<file path="config.mk">
export PLATFORM = sky130hd
export DESIGN_NAME = pd_speed_regulator_with_enable
export DESIGN_NICKNAME = d
export VERILOG_FILES = /design/src/rtl/core/pdsr_pkg.sv /design/src/rtl/core/pd_speed_regulator_with_enable.sv /design/src/rtl/core/pdsr_div.sv /design/src/rtl/core/pdsr_seq.sv /design/src/rtl/core/pdsr_dpath.sv
export SDC_FILE = /design/constraint.sdc
export NUM_CORES = 2
export LEC_CHECK = 0
export BUFFER_PORTS_ARGS = -buffer_cell sky130_fd_sc_hd__buf_2
export CORE_UTILIZATION = 35
export CTS_CLUSTER_DIAMETER = 120
export DETAILED_ROUTE_END_ITERATION = 8
export PLACE_DENSITY = 0.51
export REMOVE_ABC_BUFFERS = 1
export SLEW_MARGIN = 10
export SYNTH_ARGS = -nofsm -noshare
export SYNTH_HDL_FRONTEND = slang
export SYNTH_SLANG_ARGS = --single-unit
</file>
<file path="constraint.sdc">
create_clock -name aclk -period 10.95 [get_ports aclk]
set_clock_uncertainty 0.15 [all_clocks]
set_input_delay 1.6425 -clock aclk [delete_from_list [all_inputs] [get_ports aclk]]
set_output_delay 1.6425 -clock aclk [all_outputs]
set_load 0.005 [all_outputs]
</file>
<file path="src/rtl/core/pdsr_pkg.sv">
// Shared types, constants and the microprogram of the PD speed regulator.
// No dependencies; every other file in rtl/core imports this package.
`default_nettype none

package pdsr_pkg;

    // Default sizing of the stored angle magnitude and timestamp
    localparam int PDSR_ANGLE_BITS = 16;
    localparam int PDSR_TIME_BITS  = 32;

    // Fixed field widths of the channels and the register port
    localparam int FIELD_ANGLE_W = 16;
    localparam int FIELD_TIME_W  = 32;
    localparam int CFG_W         = 16;
    localparam int CFG_IDX_W     = 3;

    // PD term: signed, 20 fraction bits, clamped to [PD_LO, PD_HI]
    localparam int     PD_W    = 40;
    localparam int     PD_FRAC = 20;
    localparam longint PD_HI   = 64'sd1048576;        // 1.0
    localparam longint PD_LO   = -64'sd274877906944;  // -2^38, saturates speed anyway

    localparam int UC_PC_W = 3;

    typedef enum logic [CFG_IDX_W-1:0] {
        CFG_DEFAULT_SPEED = 3'd0,
        CFG_TOP_SPEED     = 3'd1,
        CFG_PROP_GAIN     = 3'd2,
        CFG_DERIV_GAIN    = 3'd3,
        CFG_TURN_GAIN     = 3'd4
    } cfg_idx_t;

    typedef enum logic {
        OP_SAMPLE = 1'b0,
        OP_ENABLE = 1'b1
    } opcode_t;

    typedef struct packed {
        logic                            opcode;
        logic signed [FIELD_ANGLE_W-1:0] steer_angle;
        logic        [FIELD_TIME_W-1:0]  sample_time;
        logic                            button_pressed;
    } pdsr_in_t;

    typedef struct packed {
        logic signed [15:0] linear_speed;
        logic signed [15:0] turn_rate;
        logic               stop_message;
    } pdsr_out_t;

    typedef struct packed {
        logic signed [CFG_W-1:0] default_speed;
        logic signed [CFG_W-1:0] top_speed;
        logic signed [CFG_W-1:0] prop_gain;
        logic signed [CFG_W-1:0] deriv_gain;
        logic signed [CFG_W-1:0] turn_gain;
    } pdsr_cfg_t;

    // Shared multiplier operation; each one writes its own product register
    typedef enum logic [2:0] {
        MUL_NONE  = 3'd0,
        MUL_DERIV = 3'd1,
        MUL_PROP  = 3'd2,
        MUL_TURN  = 3'd3,
        MUL_SPEED = 3'd4
    } mul_op_t;

    typedef enum logic {
        JC_NONE     = 1'b0,
        JC_DIV_BUSY = 1'b1
    } jmp_cond_t;

    typedef logic [UC_PC_W-1:0] uc_pc_t;

    typedef struct packed {
        mul_op_t   mul_op;
        logic      div_start;
        logic      pd_load;
        jmp_cond_t jmp_cond;
        uc_pc_t    jmp_tgt;
        logic      last;
    } ctrl_t;

    // Microprogram addresses
    localparam uc_pc_t UC_DERIV = 3'd0;
    localparam uc_pc_t UC_PROP  = 3'd1;
    localparam uc_pc_t UC_WAIT  = 3'd2;
    localparam uc_pc_t UC_SUM   = 3'd3;
    localparam uc_pc_t UC_SPEED = 3'd4;
    localparam uc_pc_t UC_OUT   = 3'd5;

    localparam ctrl_t CTRL_NOP = '{
        mul_op:    MUL_NONE,
        div_start: 1'b0,
        pd_load:   1'b0,
        jmp_cond:  JC_NONE,
        jmp_tgt:   UC_DERIV,
        last:      1'b0
    };

    // Control store: one word per step
    function automatic ctrl_t uc_rom(input uc_pc_t pc);
        ctrl_t w;
        w = CTRL_NOP;
        case (pc)
            UC_DERIV: begin
                w.mul_op = MUL_DERIV;
            end
            UC_PROP: begin
                w.mul_op    = MUL_PROP;
                w.div_start = 1'b1;
            end
            UC_WAIT: begin
                w.mul_op   = MUL_TURN;
                w.jmp_cond = JC_DIV_BUSY;
                w.jmp_tgt  = UC_WAIT;
            end
            UC_SUM: begin
                w.pd_load = 1'b1;
            end
            UC_SPEED: begin
                w.mul_op = MUL_SPEED;
            end
            UC_OUT: begin
                w.last = 1'b1;
            end
            default: begin
                w = CTRL_NOP;
            end
        endcase
        return w;
    endfunction

    function automatic logic signed [15:0] sat16(input logic signed [63:0] v);
        if (v > 64'sd32767) begin
            return 16'sh7FFF;
        end else if (v < -64'sd32768) begin
            return 16'sh8000;
        end else begin
            return v[15:0];
        end
    endfunction

endpackage

`default_nettype wire

</file>
<file path="src/rtl/core/pd_speed_regulator_with_enable.sv">
// PD speed regulator with autopilot enable: top level with handshakes,
// register file and sample state. Depends on pdsr_pkg, pdsr_seq, pdsr_dpath.
//
// Usage: an enable item (opcode 1) sets the autopilot from button_pressed and
// returns nothing. While enabled, each steering sample returns one speed/turn
// command, and no new item is taken until that command is in the output
// register. The longest part of each sample is the restoring divider of the
// derivative term: it retires one quotient bit per cycle over ANGLE_BITS + 16
// bits, in one of six microcode steps, and the output load follows the
// program. While disabled, the first sample after an enabled period returns
// one zero command with stop_message set, and later samples return nothing.
// The command sits in an output register, so the next item is taken while it
// waits for m_ready. Registers are to be written through cfg_we/cfg_index/
// cfg_wdata only while the block is idle; the block itself does not enforce
// this. Indexes past the last register are ignored. Only the low ANGLE_BITS
// bits of the angle and the low TIME_BITS bits of the timestamp are used.
`default_nettype none

module pd_speed_regulator_with_enable
    import pdsr_pkg::*;
#(
    parameter int ANGLE_BITS = PDSR_ANGLE_BITS,
    parameter int TIME_BITS  = PDSR_TIME_BITS
) (
    input  wire logic                 aclk,
    input  wire logic                 aresetn,
    input  wire logic                 s_valid,
    output logic                      s_ready,
    input  wire pdsr_in_t             s_data,
    output logic                      m_valid,
    input  wire logic                 m_ready,
    output pdsr_out_t                 m_data,
    input  wire logic                 cfg_we,
    input  wire logic [CFG_IDX_W-1:0] cfg_index,
    input  wire logic [CFG_W-1:0]     cfg_wdata
);

    typedef enum logic [2:0] {
        ST_IDLE = 3'b001,
        ST_RUN  = 3'b010,
        ST_EMIT = 3'b100
    } state_t;

    state_t                   state_reg, state_next;
    pdsr_cfg_t                cfg_reg;
    logic [ANGLE_BITS-1:0]    prev_abs_reg, prev_abs_next;
    logic [TIME_BITS-1:0]     prev_time_reg, prev_time_next;
    logic                     autopilot_reg, autopilot_next;
    logic                     stop_pending_reg, stop_pending_next;
    logic                     stop_res_reg, stop_res_next;
    logic                     m_valid_reg, m_valid_next;
    pdsr_out_t                m_data_reg;

    logic                     accept;
    logic                     out_load;
    logic                     run_start;
    logic [ANGLE_BITS-1:0]    angle_raw;
    logic signed [ANGLE_BITS-1:0] angle;
    logic [ANGLE_BITS-1:0]    mag;
    logic signed [ANGLE_BITS:0] diff;
    logic [TIME_BITS-1:0]     t_cur;
    logic [TIME_BITS-1:0]     dt;

    ctrl_t                    ctrl;
    logic                     seq_active;
    logic                     div_busy;
    logic signed [15:0]       lin_cmd;
    logic signed [15:0]       turn_cmd;

    // Narrow or widen the fixed-width fields to the configured sizes
    if (ANGLE_BITS <= FIELD_ANGLE_W) begin : g_angle_trunc
        assign angle_raw = s_data.steer_angle[ANGLE_BITS-1:0];
    end else begin : g_angle_ext
        assign angle_raw = {{(ANGLE_BITS - FIELD_ANGLE_W){1'b0}}, s_data.steer_angle};
    end

    if (TIME_BITS <= FIELD_TIME_W) begin : g_time_trunc
        assign t_cur = s_data.sample_time[TIME_BITS-1:0];
    end else begin : g_time_ext
        assign t_cur = {{(TIME_BITS - FIELD_TIME_W){1'b0}}, s_data.sample_time};
    end

    // Magnitude is kept unsigned, so the most negative angle stays exact
    assign angle = $signed(angle_raw);
    assign mag   = angle_raw[ANGLE_BITS-1] ? (~angle_raw + 1'b1) : angle_raw;
    assign diff  = $signed({1'b0, mag}) - $signed({1'b0, prev_abs_reg});
    assign dt    = t_cur - prev_time_reg;

    assign s_ready   = (state_reg == ST_IDLE);
    assign accept    = s_valid && s_ready;
    assign out_load  = (state_reg == ST_EMIT) && (!m_valid_reg || m_ready);
    assign run_start = accept && (s_data.opcode == OP_SAMPLE) && autopilot_reg;

    // Register file: plain writes, out-of-range indexes dropped
    always_ff @(posedge aclk) begin
        if (!aresetn) begin
            cfg_reg <= '0;
        end else if (cfg_we) begin
            case (cfg_idx_t'(cfg_index))
                CFG_DEFAULT_SPEED: cfg_reg.default_speed <= cfg_wdata;
                CFG_TOP_SPEED:     cfg_reg.top_speed     <= cfg_wdata;
                CFG_PROP_GAIN:     cfg_reg.prop_gain     <= cfg_wdata;
                CFG_DERIV_GAIN:    cfg_reg.deriv_gain    <= cfg_wdata;
                CFG_TURN_GAIN:     cfg_reg.turn_gain     <= cfg_wdata;
                default: begin
                end
            endcase
        end
    end

    // Item dispatch and result hand-off
    always_comb begin
        state_next        = state_reg;
        prev_abs_next     = prev_abs_reg;
        prev_time_next    = prev_time_reg;
        autopilot_next    = autopilot_reg;
        stop_pending_next = stop_pending_reg;
        stop_res_next     = stop_res_reg;
        m_valid_next      = m_valid_reg;

        if (m_valid_reg && m_ready) begin
            m_valid_next = 1'b0;
        end

        case (state_reg)
            ST_IDLE: begin
                if (accept) begin
                    if (s_data.opcode == OP_ENABLE) begin
                        autopilot_next = s_data.button_pressed;
                    end else if (autopilot_reg) begin
                        // arm the stop command, save this sample, start the program
                        stop_pending_next = 1'b1;
                        stop_res_next     = 1'b0;
                        prev_abs_next     = mag;
                        prev_time_next    = t_cur;
                        state_next        = ST_RUN;
                    end else if (stop_pending_reg) begin
                        // one zero command after disable
                        stop_pending_next = 1'b0;
                        stop_res_next     = 1'b1;
                        state_next        = ST_EMIT;
                    end
                end
            end
            ST_RUN: begin
                if (ctrl.last) begin
                    state_next = ST_EMIT;
                end
            end
            ST_EMIT: begin
                if (out_load) begin
                    m_valid_next = 1'b1;
                    state_next   = ST_IDLE;
                end
            end
            default: begin
                state_next = ST_IDLE;
            end
        endcase
    end

    always_ff @(posedge aclk) begin
        if (!aresetn) begin
            state_reg        <= ST_IDLE;
            prev_abs_reg     <= '0;
            prev_time_reg    <= '0;
            autopilot_reg    <= 1'b0;
            stop_pending_reg <= 1'b0;
            stop_res_reg     <= 1'b0;
            m_valid_reg      <= 1'b0;
        end else begin
            state_reg        <= state_next;
            prev_abs_reg     <= prev_abs_next;
            prev_time_reg    <= prev_time_next;
            autopilot_reg    <= autopilot_next;
            stop_pending_reg <= stop_pending_next;
            stop_res_reg     <= stop_res_next;
            m_valid_reg      <= m_valid_next;
        end
    end

    // Output register: hold the command until taken
    always_ff @(posedge aclk) begin
        if (out_load) begin
            if (stop_res_reg) begin
                m_data_reg.linear_speed <= '0;
                m_data_reg.turn_rate    <= '0;
                m_data_reg.stop_message <= 1'b1;
            end else begin
                m_data_reg.linear_speed <= lin_cmd;
                m_data_reg.turn_rate    <= turn_cmd;
                m_data_reg.stop_message <= 1'b0;
            end
        end
    end

    assign m_valid = m_valid_reg;
    assign m_data  = m_data_reg;

    pdsr_seq u_seq (
        .aclk     (aclk),
        .aresetn  (aresetn),
        .start    (run_start),
        .div_busy (div_busy),
        .ctrl     (ctrl),
        .active   (seq_active)
    );

    pdsr_dpath #(
        .ANGLE_BITS (ANGLE_BITS),
        .TIME_BITS  (TIME_BITS)
    ) u_dpath (
        .aclk         (aclk),
        .aresetn      (aresetn),
        .load         (run_start),
        .angle        (angle),
        .mag          (mag),
        .diff         (diff),
        .dt           (dt),
        .cfg          (cfg_reg),
        .ctrl         (ctrl),
        .div_busy     (div_busy),
        .linear_speed (lin_cmd),
        .turn_rate    (turn_cmd)
    );

    // The microprogram only runs while the top is in its compute state
    a_seq_in_run: assert property (@(posedge aclk) disable iff (!aresetn)
        seq_active |-> (state_reg == ST_RUN))
        else $error("sequencer active outside compute state");

    // A new command only appears out of the emit state
    a_valid_from_emit: assert property (@(posedge aclk) disable iff (!aresetn)
        $rose(m_valid_reg) |-> $past(state_reg == ST_EMIT))
        else $error("result valid raised outside emit state");

    // Emitting the zero command leaves nothing pending
    a_stop_once: assert property (@(posedge aclk) disable iff (!aresetn)
        (out_load && stop_res_reg) |=> !stop_pending_reg)
        else $error("stop command emitted while another is still pending");

endmodule

`default_nettype wire

</file>
<file path="src/rtl/core/pdsr_div.sv">
// Restoring divider, one quotient bit per cycle, unsigned operands.
// Depends on pdsr_pkg for default sizing.
`default_nettype none

module pdsr_div
    import pdsr_pkg::*;
#(
    parameter int NUM_W = PDSR_ANGLE_BITS + 16,
    parameter int DEN_W = PDSR_TIME_BITS
) (
    input  wire logic             aclk,
    input  wire logic             aresetn,
    input  wire logic             start,
    input  wire logic [NUM_W-1:0] num,
    input  wire logic [DEN_W-1:0] den,
    output logic                  busy,
    output logic      [NUM_W-1:0] quo
);

    localparam int CNT_W = $clog2(NUM_W + 1);

    logic [DEN_W-1:0] rem_reg, rem_next;
    logic [DEN_W-1:0] den_reg, den_next;
    logic [NUM_W-1:0] quo_reg, quo_next;
    logic [CNT_W-1:0] cnt_reg, cnt_next;
    logic             busy_reg, busy_next;
    logic [DEN_W:0]   trial;
    logic             fits;

    always_comb begin
        trial     = {rem_reg, quo_reg[NUM_W-1]};
        fits      = (trial >= {1'b0, den_reg});
        rem_next  = rem_reg;
        den_next  = den_reg;
        quo_next  = quo_reg;
        cnt_next  = cnt_reg;
        busy_next = busy_reg;
        if (start) begin
            rem_next  = '0;
            den_next  = den;
            quo_next  = num;
            cnt_next  = CNT_W'(NUM_W);
            busy_next = 1'b1;
        end else if (busy_reg) begin
            // shift in the next dividend bit, subtract when it fits
            rem_next  = fits ? DEN_W'(trial - {1'b0, den_reg}) : DEN_W'(trial);
            quo_next  = {quo_reg[NUM_W-2:0], fits};
            cnt_next  = cnt_reg - 1'b1;
            busy_next = (cnt_reg != CNT_W'(1));
        end
    end

    always_ff @(posedge aclk) begin
        if (!aresetn) begin
            busy_reg <= 1'b0;
        end else begin
            busy_reg <= busy_next;
        end
    end

    always_ff @(posedge aclk) begin
        rem_reg <= rem_next;
        den_reg <= den_next;
        quo_reg <= quo_next;
        cnt_reg <= cnt_next;
    end

    assign busy = busy_reg;
    assign quo  = quo_reg;

endmodule

`default_nettype wire

</file>
<file path="src/rtl/core/pdsr_seq.sv">
// Microcode sequencer: step counter, control store lookup, wait-on-divider jump.
// Depends on pdsr_pkg (ctrl_t, uc_rom).
`default_nettype none

module pdsr_seq
    import pdsr_pkg::*;
(
    input  wire logic aclk,
    input  wire logic aresetn,
    input  wire logic start,
    input  wire logic div_busy,
    output ctrl_t     ctrl,
    output logic      active
);

    uc_pc_t pc_reg, pc_next;
    logic   active_reg, active_next;
    ctrl_t  word;

    always_comb begin
        word        = uc_rom(pc_reg);
        ctrl        = active_reg ? word : CTRL_NOP;
        pc_next     = pc_reg;
        active_next = active_reg;
        if (start) begin
            pc_next     = UC_DERIV;
            active_next = 1'b1;
        end else if (active_reg) begin
            if (word.last) begin
                active_next = 1'b0;
            end
            if (word.jmp_cond == JC_DIV_BUSY && div_busy) begin
                pc_next = word.jmp_tgt;
            end else begin
                pc_next = pc_reg + 1'b1;
            end
        end
    end

    always_ff @(posedge aclk) begin
        if (!aresetn) begin
            pc_reg     <= UC_DERIV;
            active_reg <= 1'b0;
        end else begin
            pc_reg     <= pc_next;
            active_reg <= active_next;
        end
    end

    assign active = active_reg;

endmodule

`default_nettype wire

</file>
<file path="src/rtl/core/pdsr_dpath.sv">
// Datapath: shared multiplier, derivative divider, PD clamp and output saturation.
// Depends on pdsr_pkg and pdsr_div; driven by the control word from pdsr_seq.
`default_nettype none

module pdsr_dpath
    import pdsr_pkg::*;
#(
    parameter int ANGLE_BITS = PDSR_ANGLE_BITS,
    parameter int TIME_BITS  = PDSR_TIME_BITS
) (
    input  wire logic                         aclk,
    input  wire logic                         aresetn,
    input  wire logic                         load,
    input  wire logic signed [ANGLE_BITS-1:0] angle,
    input  wire logic        [ANGLE_BITS-1:0] mag,
    input  wire logic signed [ANGLE_BITS:0]   diff,
    input  wire logic        [TIME_BITS-1:0]  dt,
    input  wire pdsr_cfg_t                    cfg,
    input  wire ctrl_t                        ctrl,
    output logic                              div_busy,
    output logic signed [15:0]                linear_speed,
    output logic signed [15:0]                turn_rate
);

    localparam int NW = ANGLE_BITS + 16;
    localparam int MA = (ANGLE_BITS + 1 > PD_W) ? ANGLE_BITS + 1 : PD_W;
    localparam int SW = (ANGLE_BITS + 17 > PD_W) ? ANGLE_BITS + 17 : PD_W;
    localparam int SPD_W = PD_W + 17;
    localparam int LW = SPD_W - PD_FRAC + 1;

    logic signed [ANGLE_BITS-1:0] angle_reg;
    logic        [ANGLE_BITS-1:0] mag_reg;
    logic signed [ANGLE_BITS:0]   diff_reg;
    logic        [TIME_BITS-1:0]  dt_reg;
    logic signed [NW-1:0]         num_reg;
    logic signed [NW-1:0]         p_reg;
    logic signed [NW-1:0]         turn_reg;
    logic signed [PD_W-1:0]       pd_reg;
    logic signed [SPD_W-1:0]      spd_reg;
    logic signed [15:0]           lin_reg;
    logic signed [15:0]           ang_reg;

    logic signed [MA-1:0]         mul_a;
    logic signed [16:0]           mul_b;
    logic signed [MA+16:0]        prod;
    logic signed [16:0]           delta;
    logic        [NW-1:0]         num_u;
    logic        [NW-1:0]         num_mag;
    logic        [NW-1:0]         quo;
    logic signed [NW:0]           d_val;
    logic signed [SW-1:0]         pd_sum;
    logic signed [PD_W-1:0]       pd_clamp;
    logic signed [ANGLE_BITS+7:0] turn_sh;
    logic signed [SPD_W-PD_FRAC-1:0] spd_sh;
    logic signed [LW-1:0]         lin_sum;

    assign delta = 17'($signed(cfg.top_speed)) - 17'($signed(cfg.default_speed));

    // Operand select for the single shared multiplier
    always_comb begin
        mul_a = '0;
        mul_b = '0;
        case (ctrl.mul_op)
            MUL_DERIV: begin
                mul_a = MA'(diff_reg);
                mul_b = 17'($signed(cfg.deriv_gain));
            end
            MUL_PROP: begin
                mul_a = MA'($signed({1'b0, mag_reg}));
                mul_b = 17'($signed(cfg.prop_gain));
            end
            MUL_TURN: begin
                mul_a = MA'(angle_reg);
                mul_b = 17'($signed(cfg.turn_gain));
            end
            MUL_SPEED: begin
                mul_a = MA'(pd_reg);
                mul_b = delta;
            end
            default: begin
                mul_a = '0;
                mul_b = '0;
            end
        endcase
        prod = mul_a * mul_b;
    end

    // Derivative: divide magnitudes, truncate toward zero, restore sign.
    // A huge tick count gives a zero quotient by itself; a zero count forces zero.
    always_comb begin
        num_u   = num_reg;
        num_mag = num_reg[NW-1] ? (~num_u + 1'b1) : num_u;
        if (dt_reg == '0) begin
            d_val = '0;
        end else if (num_reg[NW-1]) begin
            d_val = -$signed({1'b0, quo});
        end else begin
            d_val = $signed({1'b0, quo});
        end
        pd_sum = SW'(p_reg) + SW'(d_val);
        if (pd_sum >= SW'(PD_HI)) begin
            pd_clamp = PD_W'(PD_HI);
        end else if (pd_sum < SW'(PD_LO)) begin
            pd_clamp = PD_W'(PD_LO);
        end else begin
            pd_clamp = PD_W'(pd_sum);
        end
    end

    // Floor shifts back to Q16.0, the scale of the angle and speed registers
    assign turn_sh = $signed(turn_reg[NW-1:8]);
    assign spd_sh  = $signed(spd_reg[SPD_W-1:PD_FRAC]);
    assign lin_sum = LW'(spd_sh) + LW'($signed(cfg.default_speed));

    pdsr_div #(
        .NUM_W (NW),
        .DEN_W (TIME_BITS)
    ) u_div (
        .aclk    (aclk),
        .aresetn (aresetn),
        .start   (ctrl.div_start),
        .num     (num_mag),
        .den     (dt_reg),
        .busy    (div_busy),
        .quo     (quo)
    );

    always_ff @(posedge aclk) begin
        if (load) begin
            angle_reg <= angle;
            mag_reg   <= mag;
            diff_reg  <= diff;
            dt_reg    <= dt;
        end
        case (ctrl.mul_op)
            MUL_DERIV: num_reg  <= $signed(prod[NW-1:0]);
            MUL_PROP:  p_reg    <= $signed(prod[NW-1:0]);
            MUL_TURN:  turn_reg <= $signed(prod[NW-1:0]);
            MUL_SPEED: spd_reg  <= $signed(prod[SPD_W-1:0]);
            default: begin
            end
        endcase
        if (ctrl.pd_load) begin
            pd_reg <= pd_clamp;
        end
        if (ctrl.last) begin
            lin_reg <= sat16(64'(lin_sum));
            ang_reg <= sat16(64'(turn_sh));
        end
    end

    assign linear_speed = lin_reg;
    assign turn_rate    = ang_reg;

endmodule

`default_nettype wire

</file>
* After elaboration in Yosys (flattened, before gate mapping)
Index checks and enable logic that the tools add are counted.
Storage, ports and cells: register bits after elaboration 581, input port bits 74, output and inout port bits 35, word-level logic and storage cells 142
Cells by class: $add $sub $neg 11, multipliers 1, order comparisons 7, eq/ne operators 22, multiplexer cells 38, bitwise operators 4, reduce and logical (&&, ||, !) cells 25
Operator list (count):
- case mux 40 bit (4 select lines) | 1
- two-way mux 32 bit | 4
- case mux 17 bit (4 select lines) | 1
- two-way mux 33 bit | 2
- subtractor 32 bit | 2
- multiplier 40 x 17 -> 57 bit | 1
- two-way mux 16 bit | 3
- greater-or-equal comparator 40 x 22 -> 1 bit (second input constant) | 1
- less-than comparator 40 x 39 -> 1 bit (second input constant) | 1
- two-way mux 40 bit | 1
- adder 37 x 16 -> 38 bit | 1
- greater-than comparator 38 x 16 -> 1 bit (second input constant) | 1
- less-than comparator 38 x 16 -> 1 bit (second input constant) | 1
- adder 32 x 33 -> 34 bit | 1
- subtractor 16 x 16 -> 17 bit | 2
- greater-or-equal comparator 33 x 32 -> 1 bit | 1
- negation 32 -> 33 bit | 1
- adder 32 x 1 -> 32 bit (second input constant) | 1
- logical NOT 32 bit | 1
- NOT 32 bit | 1
- greater-than comparator 24 x 16 -> 1 bit (second input constant) | 1
- less-than comparator 24 x 16 -> 1 bit (second input constant) | 1
- == test 3 x 2 -> 1 bit (second input constant) | 7
- two-way mux 3 bit | 7
- other kinds (26) | 64

* Longest topological paths before layout
depth in word-level cells 6, mapped depth 38, mapped depth without buffers 37

* Cells and area by module
Synthesis repeated with hierarchy kept, for this count alone.
Unflattened totals: cell total of the unflattened synthesis 5615, area, all modules 52628.0 um^2
By module, submodules not included:
- pdsr_dpath | times used 1, cells each 3860, area each 37359.6 um^2, seq. area each 8167.8 um^2
- pd_speed_regulator_with_enable | times used 1, cells each 1117, area each 8898.5 um^2, seq. area each 3693.5 um^2
- pdsr_div | times used 1, cells each 600, area each 6008.3 um^2, seq. area each 2702.6 um^2
- pdsr_seq | times used 1, cells each 38, area each 361.6 um^2, seq. area each 80.1 um^2

* Worst setup path after synthesis
No wires, ideal clock.
path kind register to register, start point register u_seq.pc_reg[0], end point register u_dpath.spd_reg[56] (data pin), setup time 257 ps, data arrival time 9136 ps, data required time 10543 ps, setup slack 1407 ps, stages on the path, launching flop included 30, period minus slack after synthesis 9543 ps, cells stage by stage dfxtp_1 -> inv_1 -> ha_1 -> or2_2 -> nor4_1 -> clkbuf_1 -> clkbuf_1 -> buf_1 -> a221o_1 -> o21ai_0 -> fa_1 -> fa_1 -> inv_1 -> fa_1 -> fa_1 -> fa_1 -> inv_1 -> fa_1 -> inv_1 -> ha_1 -> nand2_1 -> or3_1 -> a2111oi_0 -> or2_2 -> o21ai_1 -> a21oi_1 -> a211oi_1 -> o31ai_1 -> nand3_1 -> a32o_1
Between the ends: word-level cells in the longest chain between the ends 6
RTL lines:
- start, declared | line pdsr_seq.sv:16 | uc_pc_t pc_reg, pc_next;
- start signal, assigned | line pdsr_seq.sv:45 | pc_reg <= pc_next;
- == test 3 bit (tied with other cells) | line pdsr_pkg.sv:105 | case (pc)
- case mux 3 bit (4 select lines) * | line pdsr_pkg.sv:105
- two-way mux 10 bit * | line pdsr_seq.sv:22 | ctrl = active_reg ? word : CTRL_NOP;
- == test 3 bit (tied with other cells) | line pdsr_dpath.sv:63 | case (ctrl.mul_op)
- case mux 40 bit (4 select lines) / case mux 17 bit (4 select lines) (equally long branches) | line pdsr_dpath.sv:63
- multiplier 40 x 17 -> 57 bit * | line pdsr_dpath.sv:85 | prod = mul_a * mul_b;
- via u_dpath.prod[56] | line pdsr_dpath.sv:45 | logic signed [MA+16:0] prod;
- end signal, assigned | line pdsr_dpath.sv:139 | MUL_SPEED: spd_reg <= $signed(prod[SPD_W-1:0]);
- end, declared | line pdsr_dpath.sv:39 | logic signed [SPD_W-1:0] spd_reg;
The timed path passes the listed nets; every way through them passes the cells marked *. A chain may end at the register's enable or synchronous reset.

* Worst setup path in the final report
start point register cfg_reg[65] in the netlist's numbering, end point register u_dpath.spd_reg[56] (data pin)
Between the ends: word-level cells in the longest chain between the ends 3
RTL lines:
- start, declared | line pd_speed_regulator_with_enable.sv:45 | pdsr_cfg_t cfg_reg;
- subtractor 16 x 16 -> 17 bit | line pdsr_dpath.sv:57 | assign delta = 17'($signed(cfg.top_speed)) - 17'($signed(cfg.default_speed));
- case mux 17 bit (4 select lines) | line pdsr_dpath.sv:63
- multiplier 40 x 17 -> 57 bit | line pdsr_dpath.sv:85
- via u_dpath.prod[56] | line pdsr_dpath.sv:45
The timed path passes the listed nets, and every way through them passes these cells.

==> report_table.html <==
<table>
<tr><th>Metric</th><th>Value</th></tr>
<tr><th colspan="2">Run status</th></tr>
<tr><td>Result of the run</td><td>complete, no violations</td></tr>
<tr><th colspan="2">Final layout</th></tr>
<tr><td>Proportion of layout cells with a drive suffix above 1</td><td>0.0730</td></tr>
<tr><td>Layout filler cell count</td><td>14.1k</td></tr>
<tr><td>Area of the multi-input gates</td><td>between 0.03 and 0.04 mm^2</td></tr>
<tr><td>Relative area change from synthesis to final layout</td><td>10.9%</td></tr>
<tr><td>FF+latch area</td><td>about 0.015 mm^2</td></tr>
<tr><td>Nets</td><td>roughly 6.4k</td></tr>
<tr><td>Share of the core filled with cells</td><td>0.391</td></tr>
<tr><td>Max FFs per register</td><td>80</td></tr>
<tr><th colspan="2">Worst hold path</th></tr>
<tr><td>Min-Delay Path Class</td><td>reg -&gt; reg</td></tr>
<tr><td>Depth of the worst hold-timing path</td><td>0</td></tr>
<tr><th colspan="2">Critical path</th></tr>
<tr><td>Worst Path Required</td><td>11.19 ns</td></tr>
<tr><td>Critical Path Fanout Max</td><td>20</td></tr>
<tr><td>Count of cell instances traversed by the critical path</td><td>34</td></tr>
<tr><td>Crit path capture type</td><td>flip-flop</td></tr>
<tr><td>Critical path's most frequent cell</td><td>fa_1</td></tr>
<tr><td>Cell class contributing the biggest share of worst-path delay</td><td>adder cells</td></tr>
<tr><td>Buf/Inv on CP</td><td>5</td></tr>
<tr><td>R2R setup slack</td><td>around 0.60 ns</td></tr>
<tr><td>Critical path class</td><td>reg -&gt; reg</td></tr>
<tr><td>Nature of the critical path startpoint</td><td>flip-flop</td></tr>
<tr><td>R2R depth</td><td>34</td></tr>
<tr><td>Crit-path slowest cell</td><td>a2111oi_2</td></tr>
<tr><td>Worst stage delay on the critical path</td><td>0.58 ns</td></tr>
<tr><td>Crit path DAT</td><td>about 11 ns</td></tr>
<tr><th colspan="2">Timing</th></tr>
<tr><td>Worst-case headroom to the max-slew limit</td><td>0.189</td></tr>
<tr><td>Setup repair after global routing missed its margin</td><td>no</td></tr>
<tr><td>Count of pins over their slew limit</td><td>0</td></tr>
<tr><td>Pin slew with the least headroom to its limit</td><td>around 1.2 ns</td></tr>
<tr><td>Shortest clock period the worst path allows after layout</td><td>~10 ns</td></tr>
<tr><td>Final critical-path share of the clock period</td><td>0.945</td></tr>
<tr><td>Max Clk Rate</td><td>96.6 MHz</td></tr>
<tr><td>Final setup violation count</td><td>0</td></tr>
<tr><td>Fin. Hold Viols</td><td>0</td></tr>
<tr><th colspan="2">Clocking</th></tr>
<tr><td>Later-pin clock latency in the skew report</td><td>between 0.6 and 0.7 ns</td></tr>
<tr><td>Total number of H-tree levels</td><td>3</td></tr>
<tr><td>CTS tree</td><td>done</td></tr>
<tr><td>Clock buffer depth</td><td>3</td></tr>
<tr><td>Clock edge transition at the registers on the reported setup and hold paths</td><td>0.06 ns</td></tr>
<tr><td>Root Buffer Master</td><td>clkbuf_16</td></tr>
<tr><td>Num Clock Sinks</td><td>546</td></tr>
<tr><td>CTS Hold Buffers Added</td><td>0</td></tr>
<tr><td>Inserted Clock Buffers</td><td>66</td></tr>
<tr><th colspan="2">Floorplan</th></tr>
<tr><td>Io pins</td><td>approximately 110</td></tr>
<tr><td>Die outline width</td><td>approximately 380 um</td></tr>
<tr><td>Initial Util</td><td>0.353</td></tr>
<tr><td>Placeable core region</td><td>approximately 0.14 mm^2</td></tr>
<tr><td>Total die area</td><td>around 0.14 mm^2</td></tr>
<tr><td>Height of the chip</td><td>approximately 380 um</td></tr>
<tr><td>Count of standard-cell rows</td><td>~140</td></tr>
<tr><th colspan="2">GRT</th></tr>
<tr><td>Global-route wire length before repair</td><td>approximately 230,000 um</td></tr>
<tr><td>Largest net degree at the start of global routing</td><td>between 80 and 90</td></tr>
<tr><td>Number of global-route vias before repair</td><td>38.9k</td></tr>
<tr><td>Initial antenna violation count</td><td>12</td></tr>
<tr><td>Total global routing track utilization</td><td>0.203</td></tr>
<tr><td>Remaining Overflow, GRT</td><td>0</td></tr>
<tr><th colspan="2">Synthesis</th></tr>
<tr><td>Asr flop ratio synth</td><td>0</td></tr>
<tr><td>Most area-consuming cells after synthesis</td><td>fa_1 (23%), edfxtp_1 (22%), ha_1 (7.5%)</td></tr>
<tr><td>Top-area cell type share of the netlist area</td><td>0.230</td></tr>
<tr><td>Area of the mapped netlist</td><td>roughly 0.05 mm^2</td></tr>
<tr><td>Share of synthesized area occupied by flip-flops and latches</td><td>0.293</td></tr>
<tr><td>Biggest area consumer among synthesized cells</td><td>fa_1</td></tr>
<tr><td>Seq cells post-synth</td><td>roughly 550</td></tr>
<tr><td>EDFF count, synth</td><td>368</td></tr>
<tr><td>Synth warnings</td><td>0</td></tr>
<tr><td>Library cell with the highest instance count after synthesis</td><td>nand2_1</td></tr>
<tr><td>Number of distinct library cells after synthesis</td><td>between 90 and 100</td></tr>
<tr><td>Most instantiated cells after synthesis</td><td>nand2_1 (751), inv_1 (740), fa_1 (572)</td></tr>
<tr><td>Prevailing post-synth register cell</td><td>edfxtp_1</td></tr>
<tr><td>Cells after synthesis</td><td>between 5k and 6k</td></tr>
<tr><td>Synthesized area per cell</td><td>9.34 um^2</td></tr>
<tr><th colspan="2">Placement</th></tr>
<tr><td>Count of buffers from port buffering</td><td>around 110</td></tr>
<tr><td>Final weighted congestion of routability-driven global placement</td><td>between 0.8 and 0.9</td></tr>
<tr><td>HPWL after detailed placement</td><td>~110,000 um</td></tr>
<tr><th colspan="2">Routing</th></tr>
<tr><td>Final WL</td><td>145,000 um</td></tr>
<tr><td>Iteration count of the initial detailed-routing pass</td><td>5</td></tr>
<tr><td>Violation count after the first detailed-route iteration</td><td>~2.7k</td></tr>
<tr><td>Count of antenna-violating nets left after detailed routing</td><td>0</td></tr>
<tr><td>Vias</td><td>37.7k</td></tr>
<tr><td>DRC violation count after routing</td><td>0</td></tr>
<tr><td>Via density</td><td>5.12</td></tr>
<tr><td>Routed wire length per instance</td><td>between 15 and 20 um</td></tr>
<tr><th colspan="2">Job</th></tr>
<tr><td>Max-cap viol count</td><td>0</td></tr>
<tr><th colspan="2">Power</th></tr>
<tr><td>VDD IR max</td><td>between 0.09 and 0.1 mV</td></tr>
<tr><td>Power per Cell Area</td><td>about 90 mW/mm^2</td></tr>
<tr><td>Total power draw</td><td>roughly 5 mW</td></tr>
<tr><td>Static leakage</td><td>23.7 nW</td></tr>
</table>
## cell families after synthesis
family,Yosys count,share of synthesized area
xor+xnor,247,0.0434
fa+ha+maj,872,0.305
simple gates,1684,0.148
mux,22,0.00444
compound gates,1031,0.135
flops,546,0.293
buf+inv,938,0.0711
## per-stage QoR
step	setup TNS, ns	instances	worst slack [ns]	cell area [um^2]	hold WS (ns)
after global placement	0	7243	0.282	53000	0.286
after CTS	0	7365	0.0444	55300	0.303
final	0	7373	0.603	55300	0.301
after detailed placement	0	7243	0.122	53000	0.288
after floorplan	-463.45	5143	-5.14	49100	0.277
after global routing	0	7370	0.00215	55300	0.318
## per-layer routing
layer  GRT usage  routed length, um  up-vias
met5           0                 12        -
met4      0.0437               2630        2
met3      0.0299               7960      160
met2       0.335              67800      913
met1       0.281              66700    18734
li1            -                  -    17917
## worst paths after layout
path                              end         startpoint
min          u_dpath.u_div.den_reg[5]  u_dpath.dt_reg[5]
max reg2reg       u_dpath.spd_reg[56]        cfg_reg[65]
max               u_dpath.spd_reg[56]        cfg_reg[65]
min reg2reg  u_dpath.u_div.den_reg[5]  u_dpath.dt_reg[5]
## cell type report
class	count	share of cell area
multi-input combinational	3856	0.577
sequential	546	0.264
inverter	741	0.0504
tap	1890	0.0427
clock buffer	94	0.0341
timing repair buffer	213	0.0254
clock inverter	28	0.00615
antenna	5	0.000226
## placed cells by master, fill, tap and decap left out, types with 38 or more instances in the layout
cell type  instances
a211oi_1          49
a21o_1            94
a21oi_1          331
and2_1            39
buf_2            108
buf_4             99
clkbuf_16         67
dfxtp_1          177
edfxtp_1         368
fa_1             572
ha_1             300
inv_1            737
nand2_1          749
nand2b_1          52
nand3_1           38
nor2_1           498
nor2b_1           68
nor3_1            45
o21a_1            42
o21ai_0          172
xnor2_1          134
xor2_1           113
## report_power, final
group,switching (mW),internal [mW]
Sequential,0.0148,2.22
Clock,0.955,1.32
Combinational,0.290,0.193
## timing repair
item | in CTS | in global routing
endpoints found under the setup margin | 0 | 16
endpoints found under the hold margin | 0 | 0
resized for setup | 0 | 7
buffers inserted | 0 | 3
Note: power is estimated with default switching activity, not from simulation.
